### src/design/obd2rd_pkg.sv
// obd2rd_pkg: codes, constants and scaling helpers of the obd-ii response decoder
// used by obd2_response_decoder_core; depends on nothing else
`timescale 1ns / 1ps

package obd2rd_pkg;

   // request kinds
   typedef enum logic [1:0] {
      ACT_FRAME = 2'd0,
      ACT_TICK  = 2'd1,
      ACT_READ  = 2'd2
   } action_type;

   // reported quantity codes, also used as read selects
   localparam logic [4:0] QTY_NONE      = 5'd0;
   localparam logic [4:0] QTY_RPM       = 5'd1;
   localparam logic [4:0] QTY_SPEED     = 5'd2;
   localparam logic [4:0] QTY_COOLANT   = 5'd3;
   localparam logic [4:0] QTY_LOAD      = 5'd4;
   localparam logic [4:0] QTY_OIL       = 5'd5;
   localparam logic [4:0] QTY_MAF       = 5'd6;
   localparam logic [4:0] QTY_THROTTLE  = 5'd7;
   localparam logic [4:0] QTY_FUEL      = 5'd8;
   localparam logic [4:0] QTY_BATTERY   = 5'd9;
   localparam logic [4:0] QTY_FAULT_CNT = 5'd10;
   localparam logic [4:0] QTY_DTC_BASE  = 5'd11;

   // response identifiers and services
   localparam logic [10:0] FRAME_ID_LOW  = 11'h7E8;
   localparam logic [10:0] FRAME_ID_HIGH = 11'h7EF;
   localparam logic [3:0]  FRAME_LEN_MIN = 4'd4;
   localparam logic [7:0]  SVC_CURRENT   = 8'h41;
   localparam logic [7:0]  SVC_DTC       = 8'h43;

   // service 01 pids
   localparam logic [7:0] PID_RPM      = 8'h0C;
   localparam logic [7:0] PID_SPEED    = 8'h0D;
   localparam logic [7:0] PID_COOLANT  = 8'h05;
   localparam logic [7:0] PID_LOAD     = 8'h04;
   localparam logic [7:0] PID_OIL      = 8'h5C;
   localparam logic [7:0] PID_MAF      = 8'h10;
   localparam logic [7:0] PID_TPS      = 8'h11;
   localparam logic [7:0] PID_FUEL     = 8'h2F;
   localparam logic [7:0] PID_BATTERY  = 8'h42;

   localparam logic [15:0] AGE_STALE      = 16'hFFFF;
   localparam logic [15:0] WINDOW_RESET   = 16'd1000;
   localparam int          DTC_MAX        = 8;

   // a * 100 / 255 without a divider: x / 255 == (x + (x >> 8) + 1) >> 8 for x <= 25500
   function automatic logic [6:0] pct_of(input logic [7:0] a);
      logic [14:0] x;
      logic [15:0] sum;
      x   = 15'(a) * 15'd100;
      sum = 16'(x) + 16'(x >> 8) + 16'd1;
      return 7'(sum >> 8);
   endfunction

endpackage

### src/design/obd2_response_decoder_core.sv
// obd2_response_decoder_core: decodes service 01 / 03 replies, keeps quantities and age
// depends on obd2rd_pkg
`timescale 1ns / 1ps

// the response beat is registered: it is presented in the cycle after its request beat is accepted
// throughput: one beat per cycle; the single response register is refilled in the
//   same cycle it is drained, so req_ready only drops while a response is held
// reset: synchronous, active high; quantities and dtc data clear to zero, the age
//   counter starts saturated (stale) and the freshness window returns to 1000 ms
module obd2_response_decoder_core #(
   parameter int DtcMax = obd2rd_pkg::DTC_MAX
) (
   input  logic               clock,
   input  logic               reset,

   input  logic               req_valid,
   output logic               req_ready,
   input  logic [1:0]         req_action,
   input  logic [10:0]        req_frame_id,
   input  logic [3:0]         req_frame_length,
   input  logic [7:0]         req_byte_pci,
   input  logic [7:0]         req_byte_service,
   input  logic [7:0]         req_byte_two,
   input  logic [7:0]         req_byte_three,
   input  logic [7:0]         req_byte_four,
   input  logic [7:0]         req_byte_five,
   input  logic [7:0]         req_byte_six,
   input  logic [7:0]         req_byte_seven,
   input  logic [4:0]         req_read_select,

   output logic               rsp_valid,
   input  logic               rsp_ready,
   output logic [4:0]         rsp_quantity,
   output logic signed [16:0] rsp_value,
   output logic               rsp_fresh,

   input  logic               csr_valid,
   output logic               csr_ready,
   input  logic [15:0]        csr_fresh_window_ms
);

   localparam int CntW     = $clog2(DtcMax + 1);
   // only the first two codes fit in one frame and are stored; reads of higher entries return zero
   localparam int NumCodes = (DtcMax < 2) ? DtcMax : 2;

   logic [15:0]        window_ff;
   logic [13:0]        rpm_ff, rpm_in;
   logic [7:0]         speed_ff, speed_in;
   logic signed [8:0]  coolant_ff, coolant_in;
   logic [6:0]         load_ff, load_in;
   logic signed [8:0]  oil_ff, oil_in;
   logic [15:0]        maf_ff, maf_in;
   logic [6:0]         throttle_ff, throttle_in;
   logic [6:0]         fuel_ff, fuel_in;
   logic [15:0]        battery_ff, battery_in;
   logic [CntW-1:0]    fault_count_ff, fault_count_in;
   logic [15:0]        fault_codes_ff [NumCodes];
   logic [15:0]        fault_codes_in [NumCodes];
   logic [15:0]        age_ff, age_in;

   logic               rsp_valid_ff, rsp_valid_in;
   logic [4:0]         rsp_quantity_ff, rsp_quantity_in;
   logic signed [16:0] rsp_value_ff, rsp_value_in;
   logic               rsp_fresh_ff, rsp_fresh_in;

   logic               accept;
   logic               frame_ok;
   logic [CntW-1:0]    fault_num;
   logic [4:0]         code_index;
   logic [15:0]        code_pair;

   assign req_ready = !rsp_valid_ff || rsp_ready;
   assign accept    = req_valid && req_ready;
   assign csr_ready = 1'b1;

   assign frame_ok = (req_frame_id >= obd2rd_pkg::FRAME_ID_LOW)
                  && (req_frame_id <= obd2rd_pkg::FRAME_ID_HIGH)
                  && (req_frame_length >= obd2rd_pkg::FRAME_LEN_MIN);

   // dtc count clamped to DtcMax
   assign fault_num = (req_byte_two > 8'(DtcMax)) ? CntW'(DtcMax) : CntW'(req_byte_two);
   assign code_index = req_read_select - obd2rd_pkg::QTY_DTC_BASE;

   always_comb begin
      rpm_in          = rpm_ff;
      speed_in        = speed_ff;
      coolant_in      = coolant_ff;
      load_in         = load_ff;
      oil_in          = oil_ff;
      maf_in          = maf_ff;
      throttle_in     = throttle_ff;
      fuel_in         = fuel_ff;
      battery_in      = battery_ff;
      fault_count_in  = fault_count_ff;
      fault_codes_in  = fault_codes_ff;
      age_in          = age_ff;
      rsp_quantity_in = obd2rd_pkg::QTY_NONE;
      rsp_value_in    = '0;
      code_pair       = '0;

      if (accept) begin
         unique case (obd2rd_pkg::action_type'(req_action))
            obd2rd_pkg::ACT_FRAME: begin
               if (frame_ok && req_byte_service == obd2rd_pkg::SVC_DTC) begin
                  fault_count_in = fault_num;
                  for (int i = 0; i < NumCodes; i++) begin
                     code_pair = (i == 0) ? {req_byte_three, req_byte_four}
                                          : {req_byte_five, req_byte_six};
                     if (CntW'(i) < fault_num) begin
                        fault_codes_in[i] = code_pair;
                     end
                  end
                  age_in          = '0;
                  rsp_quantity_in = obd2rd_pkg::QTY_FAULT_CNT;
                  rsp_value_in    = 17'(fault_num);
               end else if (frame_ok && req_byte_service == obd2rd_pkg::SVC_CURRENT) begin
                  unique case (req_byte_two)
                     obd2rd_pkg::PID_RPM: begin
                        rpm_in          = 14'({req_byte_three, req_byte_four} >> 2);
                        rsp_quantity_in = obd2rd_pkg::QTY_RPM;
                        rsp_value_in    = 17'(rpm_in);
                     end
                     obd2rd_pkg::PID_SPEED: begin
                        speed_in        = req_byte_three;
                        rsp_quantity_in = obd2rd_pkg::QTY_SPEED;
                        rsp_value_in    = 17'(req_byte_three);
                     end
                     obd2rd_pkg::PID_COOLANT: begin
                        coolant_in      = $signed({1'b0, req_byte_three}) - 9'sd40;
                        rsp_quantity_in = obd2rd_pkg::QTY_COOLANT;
                        rsp_value_in    = 17'(coolant_in);
                     end
                     obd2rd_pkg::PID_LOAD: begin
                        load_in         = obd2rd_pkg::pct_of(req_byte_three);
                        rsp_quantity_in = obd2rd_pkg::QTY_LOAD;
                        rsp_value_in    = 17'(load_in);
                     end
                     obd2rd_pkg::PID_OIL: begin
                        oil_in          = $signed({1'b0, req_byte_three}) - 9'sd40;
                        rsp_quantity_in = obd2rd_pkg::QTY_OIL;
                        rsp_value_in    = 17'(oil_in);
                     end
                     obd2rd_pkg::PID_MAF: begin
                        maf_in          = {req_byte_three, req_byte_four};
                        rsp_quantity_in = obd2rd_pkg::QTY_MAF;
                        rsp_value_in    = 17'(maf_in);
                     end
                     obd2rd_pkg::PID_TPS: begin
                        throttle_in     = obd2rd_pkg::pct_of(req_byte_three);
                        rsp_quantity_in = obd2rd_pkg::QTY_THROTTLE;
                        rsp_value_in    = 17'(throttle_in);
                     end
                     obd2rd_pkg::PID_FUEL: begin
                        fuel_in         = obd2rd_pkg::pct_of(req_byte_three);
                        rsp_quantity_in = obd2rd_pkg::QTY_FUEL;
                        rsp_value_in    = 17'(fuel_in);
                     end
                     obd2rd_pkg::PID_BATTERY: begin
                        battery_in      = {req_byte_three, req_byte_four};
                        rsp_quantity_in = obd2rd_pkg::QTY_BATTERY;
                        rsp_value_in    = 17'(battery_in);
                     end
                     default: ;
                  endcase
                  if (rsp_quantity_in != obd2rd_pkg::QTY_NONE) begin
                     age_in = '0;
                  end
               end
            end
            obd2rd_pkg::ACT_TICK: begin
               if (age_ff != obd2rd_pkg::AGE_STALE) begin
                  age_in = age_ff + 16'd1;
               end
            end
            obd2rd_pkg::ACT_READ: begin
               rsp_quantity_in = req_read_select;
               unique case (req_read_select)
                  obd2rd_pkg::QTY_RPM:       rsp_value_in = 17'(rpm_ff);
                  obd2rd_pkg::QTY_SPEED:     rsp_value_in = 17'(speed_ff);
                  obd2rd_pkg::QTY_COOLANT:   rsp_value_in = 17'(coolant_ff);
                  obd2rd_pkg::QTY_LOAD:      rsp_value_in = 17'(load_ff);
                  obd2rd_pkg::QTY_OIL:       rsp_value_in = 17'(oil_ff);
                  obd2rd_pkg::QTY_MAF:       rsp_value_in = 17'(maf_ff);
                  obd2rd_pkg::QTY_THROTTLE:  rsp_value_in = 17'(throttle_ff);
                  obd2rd_pkg::QTY_FUEL:      rsp_value_in = 17'(fuel_ff);
                  obd2rd_pkg::QTY_BATTERY:   rsp_value_in = 17'(battery_ff);
                  obd2rd_pkg::QTY_FAULT_CNT: rsp_value_in = 17'(fault_count_ff);
                  default: begin
                     // dtc code reads; anything outside the stored count reads as none
                     if (req_read_select >= obd2rd_pkg::QTY_DTC_BASE
                         && 6'(code_index) < 6'(fault_count_ff)) begin
                        for (int i = 0; i < NumCodes; i++) begin
                           if (code_index == 5'(i)) begin
                              rsp_value_in = 17'(fault_codes_ff[i]);
                           end
                        end
                     end else begin
                        rsp_quantity_in = obd2rd_pkg::QTY_NONE;
                     end
                  end
               endcase
            end
            default: ;
         endcase
      end
   end

   always_comb begin
      rsp_valid_in = rsp_valid_ff;
      if (accept) begin
         rsp_valid_in = 1'b1;
      end else if (rsp_ready) begin
         rsp_valid_in = 1'b0;
      end
      // freshness is judged on the age left by this beat
      rsp_fresh_in = (age_in < window_ff);
   end

   always_ff @(posedge clock) begin
      if (reset) begin
         window_ff      <= obd2rd_pkg::WINDOW_RESET;
         rpm_ff         <= '0;
         speed_ff       <= '0;
         coolant_ff     <= '0;
         load_ff        <= '0;
         oil_ff         <= '0;
         maf_ff         <= '0;
         throttle_ff    <= '0;
         fuel_ff        <= '0;
         battery_ff     <= '0;
         fault_count_ff <= '0;
         for (int i = 0; i < NumCodes; i++) begin
            fault_codes_ff[i] <= '0;
         end
         age_ff         <= obd2rd_pkg::AGE_STALE;
         rsp_valid_ff   <= 1'b0;
      end else begin
         if (csr_valid && csr_ready) begin
            window_ff <= csr_fresh_window_ms;
         end
         rpm_ff         <= rpm_in;
         speed_ff       <= speed_in;
         coolant_ff     <= coolant_in;
         load_ff        <= load_in;
         oil_ff         <= oil_in;
         maf_ff         <= maf_in;
         throttle_ff    <= throttle_in;
         fuel_ff        <= fuel_in;
         battery_ff     <= battery_in;
         fault_count_ff <= fault_count_in;
         fault_codes_ff <= fault_codes_in;
         age_ff         <= age_in;
         rsp_valid_ff   <= rsp_valid_in;
      end
   end

   // response payload, loaded only on an accepted beat
   always_ff @(posedge clock) begin
      if (accept) begin
         rsp_quantity_ff <= rsp_quantity_in;
         rsp_value_ff    <= rsp_value_in;
         rsp_fresh_ff    <= rsp_fresh_in;
      end
   end

   assign rsp_valid    = rsp_valid_ff;
   assign rsp_quantity = rsp_quantity_ff;
   assign rsp_value    = rsp_value_ff;
   assign rsp_fresh    = rsp_fresh_ff;

endmodule
### config.mk
export PLATFORM = sky130hd
export DESIGN_NAME = obd2_response_decoder_core
export DESIGN_NICKNAME = d
export VERILOG_FILES = /design/src/design/obd2rd_pkg.sv /design/src/design/obd2_response_decoder_core.sv
export SDC_FILE = /design/constraint.sdc
export NUM_CORES = 1
export LEC_CHECK = 0
export ABC_AREA = 0
export BUFFER_PORTS_ARGS = -buffer_cell sky130_fd_sc_hd__buf_2
export CORE_ASPECT_RATIO = 1.1
export CORE_MARGIN = 1
export CORE_UTILIZATION = 35
export DETAILED_ROUTE_END_ITERATION = 12
export GPL_TIMING_DRIVEN = 1
export HOLD_SLACK_MARGIN = 0.08
export PLACE_DENSITY = 0.53
export RECOVER_POWER = 100
export SYNTH_ARGS = -nofsm -noshare
export SYNTH_HDL_FRONTEND = slang
export SYNTH_SLANG_ARGS = --single-unit
### constraint.sdc
create_clock -name clock -period 4.8 [get_ports clock]
set_input_delay 0.24 -clock clock [delete_from_list [all_inputs] [get_ports clock]]
set_output_delay 0.24 -clock clock [all_outputs]
set_load 0.01 [all_outputs]
# Word level (Yosys, flattened, before mapping)
# Index checks and enable logic that the tools add are counted.
[word_totals]
register_bits = 185
latchBits = 0
mem_bits_rw = 0
romBits = 0
output_inout_bits = 26
wordCells = 114
n_memories = 0
[classes]
n_addsub = 5
mul = 1
n_div = 0
n_lt_le_gt_ge = 9
n_eq_ne = 25
shifts = 0
mux = 27
bitwise = 1
n_reduce_logical = 28
[op_table]
columns = ["cell", "n"]
rows = [
  ["17-bit case mux with 10 select lines", 1],
  ["16-bit two-way mux", 6],
  ["17-bit case mux with 5 select lines", 1],
  ["17-bit two-way mux", 4],
  ["5-bit AND reduction", 9],
  ["5-bit two-way mux", 8],
  ["4-bit case mux with 9 select lines", 1],
  ["17-bit case mux with 2 select lines", 1],
  ["8-bit by 7-bit equality test with 1-bit output (second input constant)", 4],
  ["16-bit case mux with 2 select lines", 1],
  ["5-bit by 3-bit equality test with 1-bit output (second input constant)", 4],
  ["16-bit by 1-bit adder with 16-bit output (second input constant)", 1],
  ["8-bit by 3-bit equality test with 1-bit output (second input constant)", 2],
  ["8-bit by 4-bit equality test with 1-bit output (second input constant)", 2],
  ["8-bit by 5-bit equality test with 1-bit output (second input constant)", 2],
  ["16-bit less-than comparator", 1],
  ["16-bit inequality test (second input constant)", 1],
  ["15-bit by 1-bit adder with 15-bit output (second input constant)", 1],
  ["15-bit by 7-bit adder with 15-bit output", 1],
  ["5-bit by 4-bit equality test with 1-bit output (second input constant)", 3],
  ["8-bit by 5-bit multiplier with 13-bit output (second input constant)", 1],
  ["11-bit >= comparator (second input constant)", 1],
  ["11-bit <= comparator (second input constant)", 1],
  ["5-bit by 1-bit equality test with 1-bit output (second input constant)", 2],
  ["other kinds (27)", 37],
]

# Logic depth before layout (Yosys ltp)
# Gate-level depths: netlist of the first run.
[depth]
depth_word = 15
depth_mapped = 21
depth_no_buf = 20

# Worst setup path before layout of the first run
# No wires, ideal clock.
[synth_path]
path_kind = "input-to-reg"
start = "input port req_byte_three[3]"
end = "register rsp_value_ff[6], in the netlist rsp_value[6], data pin"
setup_ns = 0.270
t_arrival_ns = 4.217
path_slack_ns = 0.313
stages = 19
cell_sequence = "clkbuf_1 -> inv_1 -> ha_1 -> ha_1 -> inv_1 -> fa_1 -> inv_1 -> ha_1 -> o2111ai_1 -> a31oi_1 -> xor2_1 -> ha_1 -> nor2_1 -> nor3b_1 -> o31ai_1 -> nand4bb_1 -> nor4_2 -> xnor2_1 -> o21ai_0"
[synth_via]
elab_chain_len = 7
[synth_lines]
columns = ["element", "line_no", "rtl"]
rows = [
  ["start: declaration", "obd2_response_decoder_core.sv:24", "input logic [7:0] req_byte_three,"],
  ["8-bit by 5-bit multiplier with 13-bit output", "obd2rd_pkg.sv:54", "x = 15'(a) * 15'd100;"],
  ["15-bit by 7-bit adder with 15-bit output", "obd2rd_pkg.sv:55", "sum = 16'(x) + 16'(x >> 8) + 16'd1;"],
  ["15-bit by 1-bit adder with 15-bit output", "obd2rd_pkg.sv:55", ""],
  ["17-bit case mux with 5 select lines *", "obd2_response_decoder_core.sv:117", "unique case (req_byte_two)"],
  ["17-bit two-way mux *", "obd2_response_decoder_core.sv:116", "end else if (frame_ok && req_byte_service == obd2rd_pkg::SVC_CURRENT) begin"],
  ["17-bit two-way mux *", "obd2_response_decoder_core.sv:104", "if (frame_ok && req_byte_service == obd2rd_pkg::SVC_DTC) begin"],
  ["17-bit case mux with 2 select lines *", "obd2_response_decoder_core.sv:102", "unique case (obd2rd_pkg::action_type'(req_action))"],
  ["named net rsp_value_in[6]", "obd2_response_decoder_core.sv:63", "logic signed [16:0] rsp_value_ff, rsp_value_in;"],
  ["end signal: assignment", "obd2_response_decoder_core.sv:261", "rsp_value_ff <= rsp_value_in;"],
  ["end: declaration", "obd2_response_decoder_core.sv:63", ""],
]
# Mark *: on every way through the listed nets, which the timed path passes. The rest lies on a longest branch.
# A chain may end at the register's enable or synchronous reset.

# Worst setup path after layout of the first run
[layout_path]
start = "input port req_byte_three[3]"
end = "register fuel_ff[6]"
[layout_via]
elab_chain_len = 3
[layout_lines]
columns = ["element", "line_no", "rtl"]
rows = [
  ["8-bit by 5-bit multiplier with 13-bit output", "obd2rd_pkg.sv:54", ""],
  ["15-bit by 7-bit adder with 15-bit output", "obd2rd_pkg.sv:55", ""],
  ["15-bit by 1-bit adder with 15-bit output", "obd2rd_pkg.sv:55", ""],
  ["end signal: assignment", "obd2_response_decoder_core.sv:248", "fuel_ff <= fuel_in;"],
  ["end: declaration", "obd2_response_decoder_core.sv:54", "logic [6:0] fuel_ff, fuel_in;"],
]
# No other way between the ends.

==> results of run 1 <==
-- sequential cells by signal (all words and copies together) (netlist names) --
name / cells
speed_ff: 8
load_ff: 7
oil_ff: 9
throttle_ff: 7
rsp_valid: 1
rsp_fresh: 1
window_ff: 16
fuel_ff: 7
fault_codes_ff: 32
battery_ff: 16
maf_ff: 16
rpm_ff: 14
rsp_quantity: 5
coolant_ff: 9
age_ff: 16
fault_count_ff: 4
rsp_value: 17
-- critical path: stages --
cell,delay (ns)
buf_2,0.12
inv_1,0.06
ha_1,0.31
ha_1,0.28
inv_1,0.05
fa_1,0.50
inv_1,0.04
ha_1,0.35
nor4b_1,0.08
a2111oi_0,0.41
and3_1,0.30
inv_1,0.09
ha_1,0.29
o21ai_0,0.08
a21oi_1,0.13
o31ai_1,0.09
nand4bb_1,0.34
nor4_2,0.31
xnor2_1,0.21
buf_4,0.19
a311oi_2,0.08
-- area by class of cell --
type                       count  share of cell area [%]
clock buffer                  17                    3.37
timing repair buffer         164                    7.70
inverter                      46                    1.37
sequential                   185                    31.1
clock inverter                15                    1.58
multi-input combinational   1003                    50.7
tap                          414                    4.10
-- where the power goes --
part           switching [W]  internal [W]
clock network       0.000717      0.000804
logic               0.000498      0.000322
registers          0.0000180       0.00159
-- logic make-up (layout without fill, tap and decap cells) --
kind of cell	count (synthesis)	count (layout)	synth area share (%)
and+or+nand+nor	534	534	25.0
AOI/OAI and AO/OA	325	325	19.1
DFF	185	185	36.1
buffers and inverters	127	242	5.01
adders and majority gates	65	65	7.67
muxes	62	62	5.75
xor gates and xnor gates	16	16	1.29
other	1	1	0.0344
-- path summary, 6_finish.rpt --
path,cells past startpoint,end,startpoint
worst min-delay path,3,maf_ff[1],req_byte_four[1]
worst min register to register,2,rpm_ff[12],rpm_ff[12]
worst max-delay path,21,fuel_ff[6],req_byte_three[3]
worst max register to register,12,rsp_fresh,age_ff[0]
-- placed cells by master (no fill, tap or decap), types with 10 or more instances in the layout --
| cell type | n |
|---|---|
| nand3_1 | 21 |
| inv_1 | 46 |
| dlygate4sd3_1 | 32 |
| nor2_1 | 115 |
| ha_1 | 62 |
| nand4_1 | 13 |
| nand2b_1 | 20 |
| clkbuf_16 | 17 |
| a31oi_1 | 10 |
| a22oi_1 | 11 |
| nand2_1 | 226 |
| a211oi_1 | 13 |
| buf_4 | 14 |
| buf_2 | 82 |
| a221oi_1 | 17 |
| xnor2_1 | 11 |
| nor3_1 | 31 |
| dfxtp_1 | 162 |
| clkbuf_1 | 35 |
| o211ai_1 | 10 |
| edfxtp_1 | 23 |
| and3_1 | 12 |
| o21ai_0 | 37 |
| mux2i_1 | 57 |
| a21oi_1 | 147 |
-- per-layer routing --
metal	up-vias	wire length (um)	part of all wire (%)	track usage [%]
met5	-	0	0	0
met1	4768	16400	47	30.6
met4	0	881	2.5	7.52
li1	4895	-	-	-
met2	288	16300	46	35.8
met3	49	1690	4.8	3.47
-- stage by stage --
step                      power, W  hold WS (ns)  cells  area (um2)  utilization [%]
after floorplan            0.00217         0.370   1315       10900                -
after global placement     0.00246         0.437   1780       11800             38.6
after detailed placement   0.00247         0.443   1780       11800             38.6
after CTS                  0.00400         0.110   1844       12700             41.7
after global routing       0.00413         0.119   1844       12600             41.4
final                      0.00395         0.120   1844       12600             41.4
==> reports/metrics.cfg, run 1 <==
[outcome]
status=complete, but fails checks
violations=max-capacitance violations, max-slew violations

[routing]
avgRoutedWirePerCell_um=19.1
vias_per_cell=5.42
drc=0
drt_iter0_drc=844
drt_first_pass_iters=5
antenna_left=0
num_vias=10000
drt-total-wl_um=35300

[run]
maxCapViolations=4

[sta]
worst_pin_slew_ns=3.46
period_share_pct=91.1
maxSlewHeadroom_pct=-130
fmax_ghz=0.229
rsz0062_at_grt=false
finalHoldViolations=0
setup_viol=0
finalMaxSlewViolations=209
finalSetupTns_ns=0
fin_ws_ns=0.428
period_needed_ns=4.37
fin_worst_skew_ns=0.0128

[logic_synthesis]
synth_common_cells=nand2_1 (226), dfxtp_1 (162), a21oi_1 (147), nor2_1 (116), ha_1 (62)
yosys.area.top_type_share_pct=29.8
synthesis.nets=1487
synth_area_leaders=dfxtp_1 (30%), nand2_1 (7.8%), ha_1 (7.1%)
avgSynthCellArea_um2=8.29
ys_warn_count=0
syn-cell-area_mm2=0.0109
ys_types=95
ys_async_sr_fraction_pct=0
ys_seq_area_share_pct=36.1
post-synth-top-count-cell=nand2_1
synth_edf_count=23
synthCells=1315
synth_area_leader_cell=dfxtp_1
synth_flop_cell=dfxtp_1
ys_seq_elements=185

[critical_path]
critPathKind=in2reg
critPathLaunchType=input pin
end_kind=register
critPathRequiredTime_ns=4.97
crit_fanout=5
r2r_setup_slack_ns=1.15
cp.arrival_ns=4.54

[placed_design]
post-dp-hpwl_um=25700
port_buffers=110
place_congestion=0.898
pre_cts_ws_ns=0.0460

[pwr]
cellPowerDensity_mw_per_mm2=313
p_leak_nw=4.83
ir_drop_mv=0.249

[clock_network]
cts_tree=built
cts_resized=0
holdBufCountCts=32
clock-sinks=185
cts_made_buffers=17
insertion_delay_ns=0.45
clockBufferDepth=2
path_clk_slew_ns=0.07
postCtsSetupBuffers=0
h-tree-depth=4
cts_root_buf=clkbuf_16

[die]
dieWidth_um=170
rows=67
ios=133
dieArea_mm2=0.0319
start_util_pct=35.7
die_height_um=187
core-area_mm2=0.0305

[global_routing]
track_usage_pct=22.4
grt_max_degree=76
grt_pass1_vias=9572
grt_overflow=0
grt_pass1_wl_um=55000
antenna_found_initial=0

[final_layout]
layout.area.seq_mm2=0.00393
n_fill_cell=3180
n_antenna_cell=0
drive_gt1_share_pct=12.5
fin_nets=1589
areaGrowthSynthToFinish_pct=15.9
multi_input_area_mm2=0.00641

[min_path]
hold_path_class=in2reg

Power figures use the tool's default switching activity.
==> inputs of run 2 (changes only) <==
--- a/config.mk
+++ b/config.mk
@@ -13,8 +13,9 @@
 export DETAILED_ROUTE_END_ITERATION = 12
 export GPL_TIMING_DRIVEN = 1
 export HOLD_SLACK_MARGIN = 0.08
-export PLACE_DENSITY = 0.53
+export PLACE_DENSITY = 0.62
 export RECOVER_POWER = 100
 export SYNTH_ARGS = -nofsm -noshare
 export SYNTH_HDL_FRONTEND = slang
 export SYNTH_SLANG_ARGS = --single-unit
+export TNS_END_PERCENT = 10
==> run 2 against run 1 <==
The run still ends with max-capacitance violations, max-slew violations left. Sequential share of layout area up 0.15 points. Non-clock buffer count is 4 lower. Worst setup slack got worse by 0.017 ns. Sequential cell count unchanged. Fmax decreased by 0.39%. Sequential power about the same. Clock power down 3%. Total power decreased by 1.7%. Largest power group unchanged. Clock skew fell by 0.00054 ns. Clock-buffer cell count up 2. Hold slack lost 0.0043 ns.
==> reports/metrics.cfg, run 2 (synthesized netlist as in run 1, its figures left out) <==
[pwr]
clock_power_share_pct=37.7  ; -0.8 points
switching_power_w=0.00119  ; -3.4%
power_frac_comb_pct=20.8  ; about the same
p_leak_nw=4.78  ; -1.0%
pwr-share-seq_pct=41.5  ; +0.7 points
cellPowerDensity_mw_per_mm2=309  ; -1.3%
switching_share_pct=30.7  ; -0.51 points
internal-power_w=0.00269  ; -1.0%
ir_drop_mv=0.237  ; -4.8%

[final_layout]
n_antenna_cell=0  ; unchanged
finalCoreUtilization_pct=41.2  ; -0.20 points
layout.area.seq_mm2=0.00393  ; unchanged
largest_register=fault_codes_ff
drive_gt1_share_pct=11.9  ; -0.67 points
fin_cells=1840  ; -0.22%
areaGrowthSynthToFinish_pct=15.3
final_common_cell=nand2_1
multi_input_area_mm2=0.00638  ; -0.37%
final_cell_area_mm2=0.0126  ; -0.49%
largest_reg_flops=32  ; unchanged
n_fill_cell=3136  ; -1.4%
fin_nets=1585  ; -0.25%
final_cell_mix=nand2_1 (226), dfxtp_1 (162), a21oi_1 (148)

[routing]
num_vias=10200  ; +1.8%
vias_per_cell=5.53  ; +2.0%
drt_first_pass_iters=5  ; unchanged
drt-total-wl_um=34400  ; -2.4%
drt_iter0_drc=1054  ; +25%
avgRoutedWirePerCell_um=18.7  ; -2.2%
antenna_left=0  ; unchanged
drc=0  ; unchanged

[clock_network]
clockBufferDepth=2  ; unchanged
holdBufCountCts=32  ; unchanged
cts_root_buf=clkbuf_16
clock-sinks=185  ; unchanged
path_clk_slew_ns=0.07  ; about the same
cts_tree=built
insertion_delay_ns=0.44  ; about the same
postCtsSetupBuffers=0  ; unchanged
cts_made_buffers=17  ; unchanged
h-tree-depth=4  ; unchanged
cts_resized=0  ; unchanged

[placed_design]
post-dp-hpwl_um=25100  ; -2.4%
place_congestion=0.944  ; +5.1%
port_buffers=110  ; unchanged
dpl_cell_area_mm2=0.0117  ; -0.25%
placed_cells=1776  ; -0.22%

[die]
dieWidth_um=170  ; unchanged
start_util_pct=35.7  ; unchanged
rows=67  ; unchanged
ios=133  ; unchanged
core-area_mm2=0.0305  ; unchanged
dieArea_mm2=0.0319  ; unchanged
die_height_um=187  ; unchanged

[sta]
period_share_pct=91.4  ; +0.36 points
finalMaxSlewViolations=81  ; -61%
worst_pin_slew_ns=2.31  ; -1.15 ns
fin_worst_skew_ns=0.0123  ; -0.000535 ns
fmax_ghz=0.228  ; -0.39%
holdWs_ns=0.116  ; -0.00428 ns
finalSetupTns_ns=0  ; unchanged
rsz0062_at_grt=false
finalHoldViolations=0  ; unchanged
period_needed_ns=4.39  ; +0.0173 ns
setup_viol=0  ; unchanged
maxSlewHeadroom_pct=-54.6  ; +76 points

[critical_path]
crit_fanout=5  ; unchanged
crit_slowest_cell=fa_1
critPathTopFamily=adder cells
cp_cell_sequence=buf_2 > inv_1 > ha_1 > ha_1 > inv_1 > fa_1 > inv_1 > ha_1 > o2111ai_1 > a31oi_1 > xor2_1 > ha_1 > nor2_1 > nor3b_1 > o31ai_1 > nand4bb_1 > xnor2_1 > a221oi_1 > o21ai_0
critPathRequiredTime_ns=4.98  ; about the same
critPathLaunchType=input pin
critPathKind=in2reg
cp.arrival_ns=4.57  ; +0.03 ns
reg2reg_depth=8  ; -4
cp_common_cell=ha_1
end_kind=register
timing.rr.start=rsp_valid
slowest_delay_ns=0.50  ; about the same
path_buf_inv=4  ; -2
r2r_end=maf_ff[6]
crit_start=req_byte_three[3]
r2r_setup_slack_ns=0.82  ; -0.33 ns

[min_path]
hold_path_class=in2reg
min_to=maf_ff[1]
hold-path-cell-count=3  ; unchanged
worstHoldStart=req_byte_four[1]

[global_routing]
use_met3_pct=4.40  ; +0.93 points
busiest_layer=met2
grt_max_degree=78  ; +2.6%
grt_overflow=0  ; unchanged
grt_pass1_wl_um=54300  ; -1.3%
use_met2_pct=35.6  ; -0.13 points
track_usage_pct=21.9  ; -0.51 points
grt_pass1_vias=9813  ; +2.5%
grt_util_met1_pct=28.3  ; -2.3 points
antenna_found_initial=1  ; +1

[outcome]
violations=max-capacitance violations, max-slew violations
status=complete, but fails checks

[run]
maxCapViolations=3  ; -1

[run 2: cell types whose count changed in the layout (fill, tap and decap cells not counted), sizes merged]
cell	before	now
clkinvlp	0	1
inv	56	54
bufinv	2	1
buf	96	93
clkbuf	53	54
[run 2: power by group through the flow]
stage               clock network, W  logic (W)  registers [W]
floorplan                          0   0.000526        0.00165
global placement                   0   0.000784        0.00165
detailed placement                 0   0.000802        0.00165
CTS                          0.00148   0.000827        0.00161
global route                 0.00155   0.000895        0.00162
finish                       0.00147   0.000807        0.00161
[run 2: layout make-up]
cell class / instances / share of cell area [%]
clock buffer: 19 / 3.69
clock inverter: 13 / 1.18
inverter: 46 / 1.37
multi-input combinational: 1003 / 50.8
sequential: 185 / 31.3
tap: 414 / 4.12
timing repair buffer: 160 / 7.54
[run 2: how the worst max path moves through the flow]
stage / to / depth (start not counted)
after floorplan: rsp_value[6] / 19
after global placement: rsp_value[3] / 17
after detailed placement: rsp_value[3] / 19
after CTS: rsp_value[3] / 19
after global routing: rsp_value[3] / 18
final: rsp_value[3] / 19
[run 2: stage by stage]
stage,power [W],worst slack [ns]
6_report,0.00388,0.410
5_1_grt,0.00406,0.0933
4_1_cts,0.00392,0.442
3_5_place_dp,0.00245,-0.00864
3_3_place_gp,0.00243,0.133
2_1_floorplan,0.00217,0.313
[run 2: worst register-to-register path: cells and delay by family (launching register included)]
kind                   cells  cell delay [ns]
AND/OR/NAND/NOR            6             2.29
flip-flops                 1             0.31
AO/OA/AOI/OAI              1             0.08
buffers and inverters      1             1.16
[run 2: routing by layer]
layer	wire (um)	part of all wire, %	up-vias
met3	2660	7.7	79
met2	16100	47	409
met5	17	0.049	-
li1	-	-	4900
met1	14600	42	4792
met4	1140	3.3	2
==> inputs of run 3 (changes only) <==
--- a/config.mk
+++ b/config.mk
@@ -15,6 +15,7 @@
 export HOLD_SLACK_MARGIN = 0.08
 export PLACE_DENSITY = 0.62
 export RECOVER_POWER = 100
+export REMOVE_ABC_BUFFERS = 1
 export SYNTH_ARGS = -nofsm -noshare
 export SYNTH_HDL_FRONTEND = slang
 export SYNTH_SLANG_ARGS = --single-unit
==> run 3 against run 2 <==
The flow still finishes with violations (max-capacitance violations, max-slew violations). Largest cell class unchanged. Worst setup slack worse by 0.076 ns. Sequential share of layout area down 0.15 points. Critical path type unchanged. Cell count up 0.60%. Highest routed layer unchanged. Critical endpoint is now rsp_value[0]. Fmax down 1.7%. Clock-buffer cell count up 1.
==> reports/metrics.cfg, run 3 (synthesized netlist as in run 1, its figures left out) <==
[sta]
rsz0062_at_grt=false
fin_worst_skew_ns=0.0110  ; -0.00134 ns
finalMaxSlewViolations=192  ; +140%
worst_pin_slew_ns=2.20  ; -0.105 ns
period_share_pct=93.0  ; +1.6 points
period_needed_ns=4.47  ; +0.0764 ns
finalHoldViolations=0  ; unchanged
maxSlewHeadroom_pct=-47.6  ; +7.0 points
setup_viol=0  ; unchanged
fmax_ghz=0.224  ; -1.7%

[global_routing]
grt_overflow=0  ; unchanged
track_usage_pct=22.5  ; +0.58 points
grt_pass1_vias=9797  ; -0.16%
antenna_found_initial=1  ; unchanged
grt_pass1_wl_um=54700  ; +0.74%
grt_max_degree=103  ; +32%

[clock_network]
cts_tree=built
cts_root_buf=clkbuf_16
cts_made_buffers=17  ; unchanged
h-tree-depth=4  ; unchanged
insertion_delay_ns=0.45  ; about the same
path_clk_slew_ns=0.07  ; about the same
clockBufferDepth=2  ; unchanged
clock-sinks=185  ; unchanged

[routing]
avgRoutedWirePerCell_um=19.5  ; +3.9%
num_vias=10300  ; +1.2%
drc=0  ; unchanged
antenna_left=0  ; unchanged
drt_iter0_drc=1146  ; +8.7%
drt-total-wl_um=36000  ; +4.6%
vias_per_cell=5.57  ; +0.61%
drt_first_pass_iters=6  ; +1

[placed_design]
place_congestion=0.987  ; +4.6%
post-dp-hpwl_um=26000  ; +3.6%
placed_cells=1787  ; +0.62%
port_buffers=110  ; unchanged

[critical_path]
end_kind=register
critPathLaunchType=input pin
reg2reg_depth=6  ; -2
cp_cell_sequence=buf_2 > inv_1 > ha_1 > ha_1 > inv_1 > fa_1 > inv_1 > ha_1 > nand2_1 > a21o_1 > a21oi_1 > o21a_1 > nor2_1 > ha_1 > o21ai_0 > buf_4 > o21bai_1 > a21oi_1 > or3_1 > a21oi_1 > clkbuf_1 > a21boi_0 > o22ai_1
critPathRequiredTime_ns=5.06  ; +0.08 ns
cp.arrival_ns=4.72  ; +0.15 ns
slowest_delay_ns=0.49  ; about the same
r2r_end=fault_codes_ff[28]
cp_common_cell=ha_1
critPathKind=in2reg
timing.rr.start=rsp_valid
crit_fanout=5  ; unchanged
crit_slowest_cell=fa_1
r2r_setup_slack_ns=0.79  ; -0.03 ns

[die]
dieWidth_um=170  ; unchanged
dieArea_mm2=0.0319  ; unchanged
rows=67  ; unchanged
die_height_um=187  ; unchanged
ios=133  ; unchanged
start_util_pct=35.7  ; unchanged
core-area_mm2=0.0305  ; unchanged

[pwr]
finalPower_w=0.00391  ; +0.77%
switching_share_pct=30.6  ; -0.12 points
switching_power_w=0.00120  ; +0.39%
cellPowerDensity_mw_per_mm2=310  ; +0.30%
power_frac_comb_pct=21.5  ; +0.7 points
pwr-share-seq_pct=41.2  ; -0.3 points
ir_drop_mv=0.253  ; +6.5%
p_leak_nw=4.82  ; +0.94%
internal-power_w=0.00272  ; +0.94%
clock_power_share_pct=37.3  ; -0.4 points

[final_layout]
largest_register=fault_codes_ff
n_antenna_cell=0  ; unchanged
fin_cells=1851  ; +0.60%
areaGrowthSynthToFinish_pct=15.9
final_common_cell=nand2_1
final_cell_mix=nand2_1 (226), dfxtp_1 (162), a21oi_1 (147)
fin_nets=1596  ; +0.69%
drive_gt1_share_pct=12.3  ; +0.47 points
largest_reg_flops=32  ; unchanged

[min_path]
hold-path-cell-count=3  ; unchanged
min_to=maf_ff[1]
hold_path_class=in2reg
worstHoldStart=req_byte_four[1]

[run]
maxCapViolations=4  ; +1

[outcome]
violations=max-capacitance violations, max-slew violations
status=complete, but fails checks

-- run 3: how the worst max path moves through the flow --
stage	startpoint	end	depth (start not counted)
floorplan	req_byte_three[2]	rsp_value[6]	16
global placement	req_byte_three[3]	rsp_value[6]	21
detailed placement	req_byte_three[3]	rsp_value[6]	19
CTS	req_byte_three[3]	rsp_value[6]	19
global route	req_byte_three[3]	rsp_value[0]	23
finish	req_byte_three[3]	rsp_value[0]	23
-- run 3: critical path, delay by kind of cell --
family	cells	cell delay (ns)
AO/OA/AOI/OAI	9	1.43
adder cells (fa/ha/maj)	5	1.76
buffers and inverters	6	0.78
AND/OR/NAND/NOR	3	0.47
-- run 3: through the flow --
stage	worst slack [ns]	utilization [%]	hold WS [ns]	area [um2]	setup TNS, ns
after global routing	0.0200	41.4	0.115	12600	0
final	0.334	41.4	0.108	12600	0
after floorplan	0.625	-	0.308	10500	0
after global placement	0.0944	38.7	0.436	11800	0
after detailed placement	-0.0236	38.7	0.443	11800	-0.0435
after CTS	0.436	41.8	0.100	12700	0
-- run 3: layout make-up --
cell class | instances | area, um2
fillers | 3157 | 17900
clock inverters | 12 | 128
inverters | 46 | 173
repair buffers | 171 | 1030
multi-input cells | 1003 | 6370
clock buffers | 20 | 479
flip-flops and latches | 185 | 3930
well taps | 414 | 518
-- run 3: routing by layer --
layer,global-route usage [%],up-vias,wire length [um]
met5,0,-,13
met4,8.21,2,933
met3,3.55,65,2250
met2,38.1,374,17200
met1,28.5,4942,15600
li1,-,4922,-
-- run 3: power by group through the flow --
stage	sequential, W	clock [W]	combinational, W
2_1_floorplan	0.00165	0	0.000473
3_3_place_gp	0.00165	0	0.000823
3_5_place_dp	0.00165	0	0.000840
4_1_cts	0.00161	0.00148	0.000865
5_1_grt	0.00162	0.00153	0.000924
6_report	0.00161	0.00146	0.000843
-- run 3: what timing repair did --
action / in CTS / in global routing
endpoints found under the setup margin: 0 / 0
hold buffers: 32 / 0
gates resized for setup: 0 / 0
buffers inserted: 0 / 0
hold endpoints to repair: 32 / 0
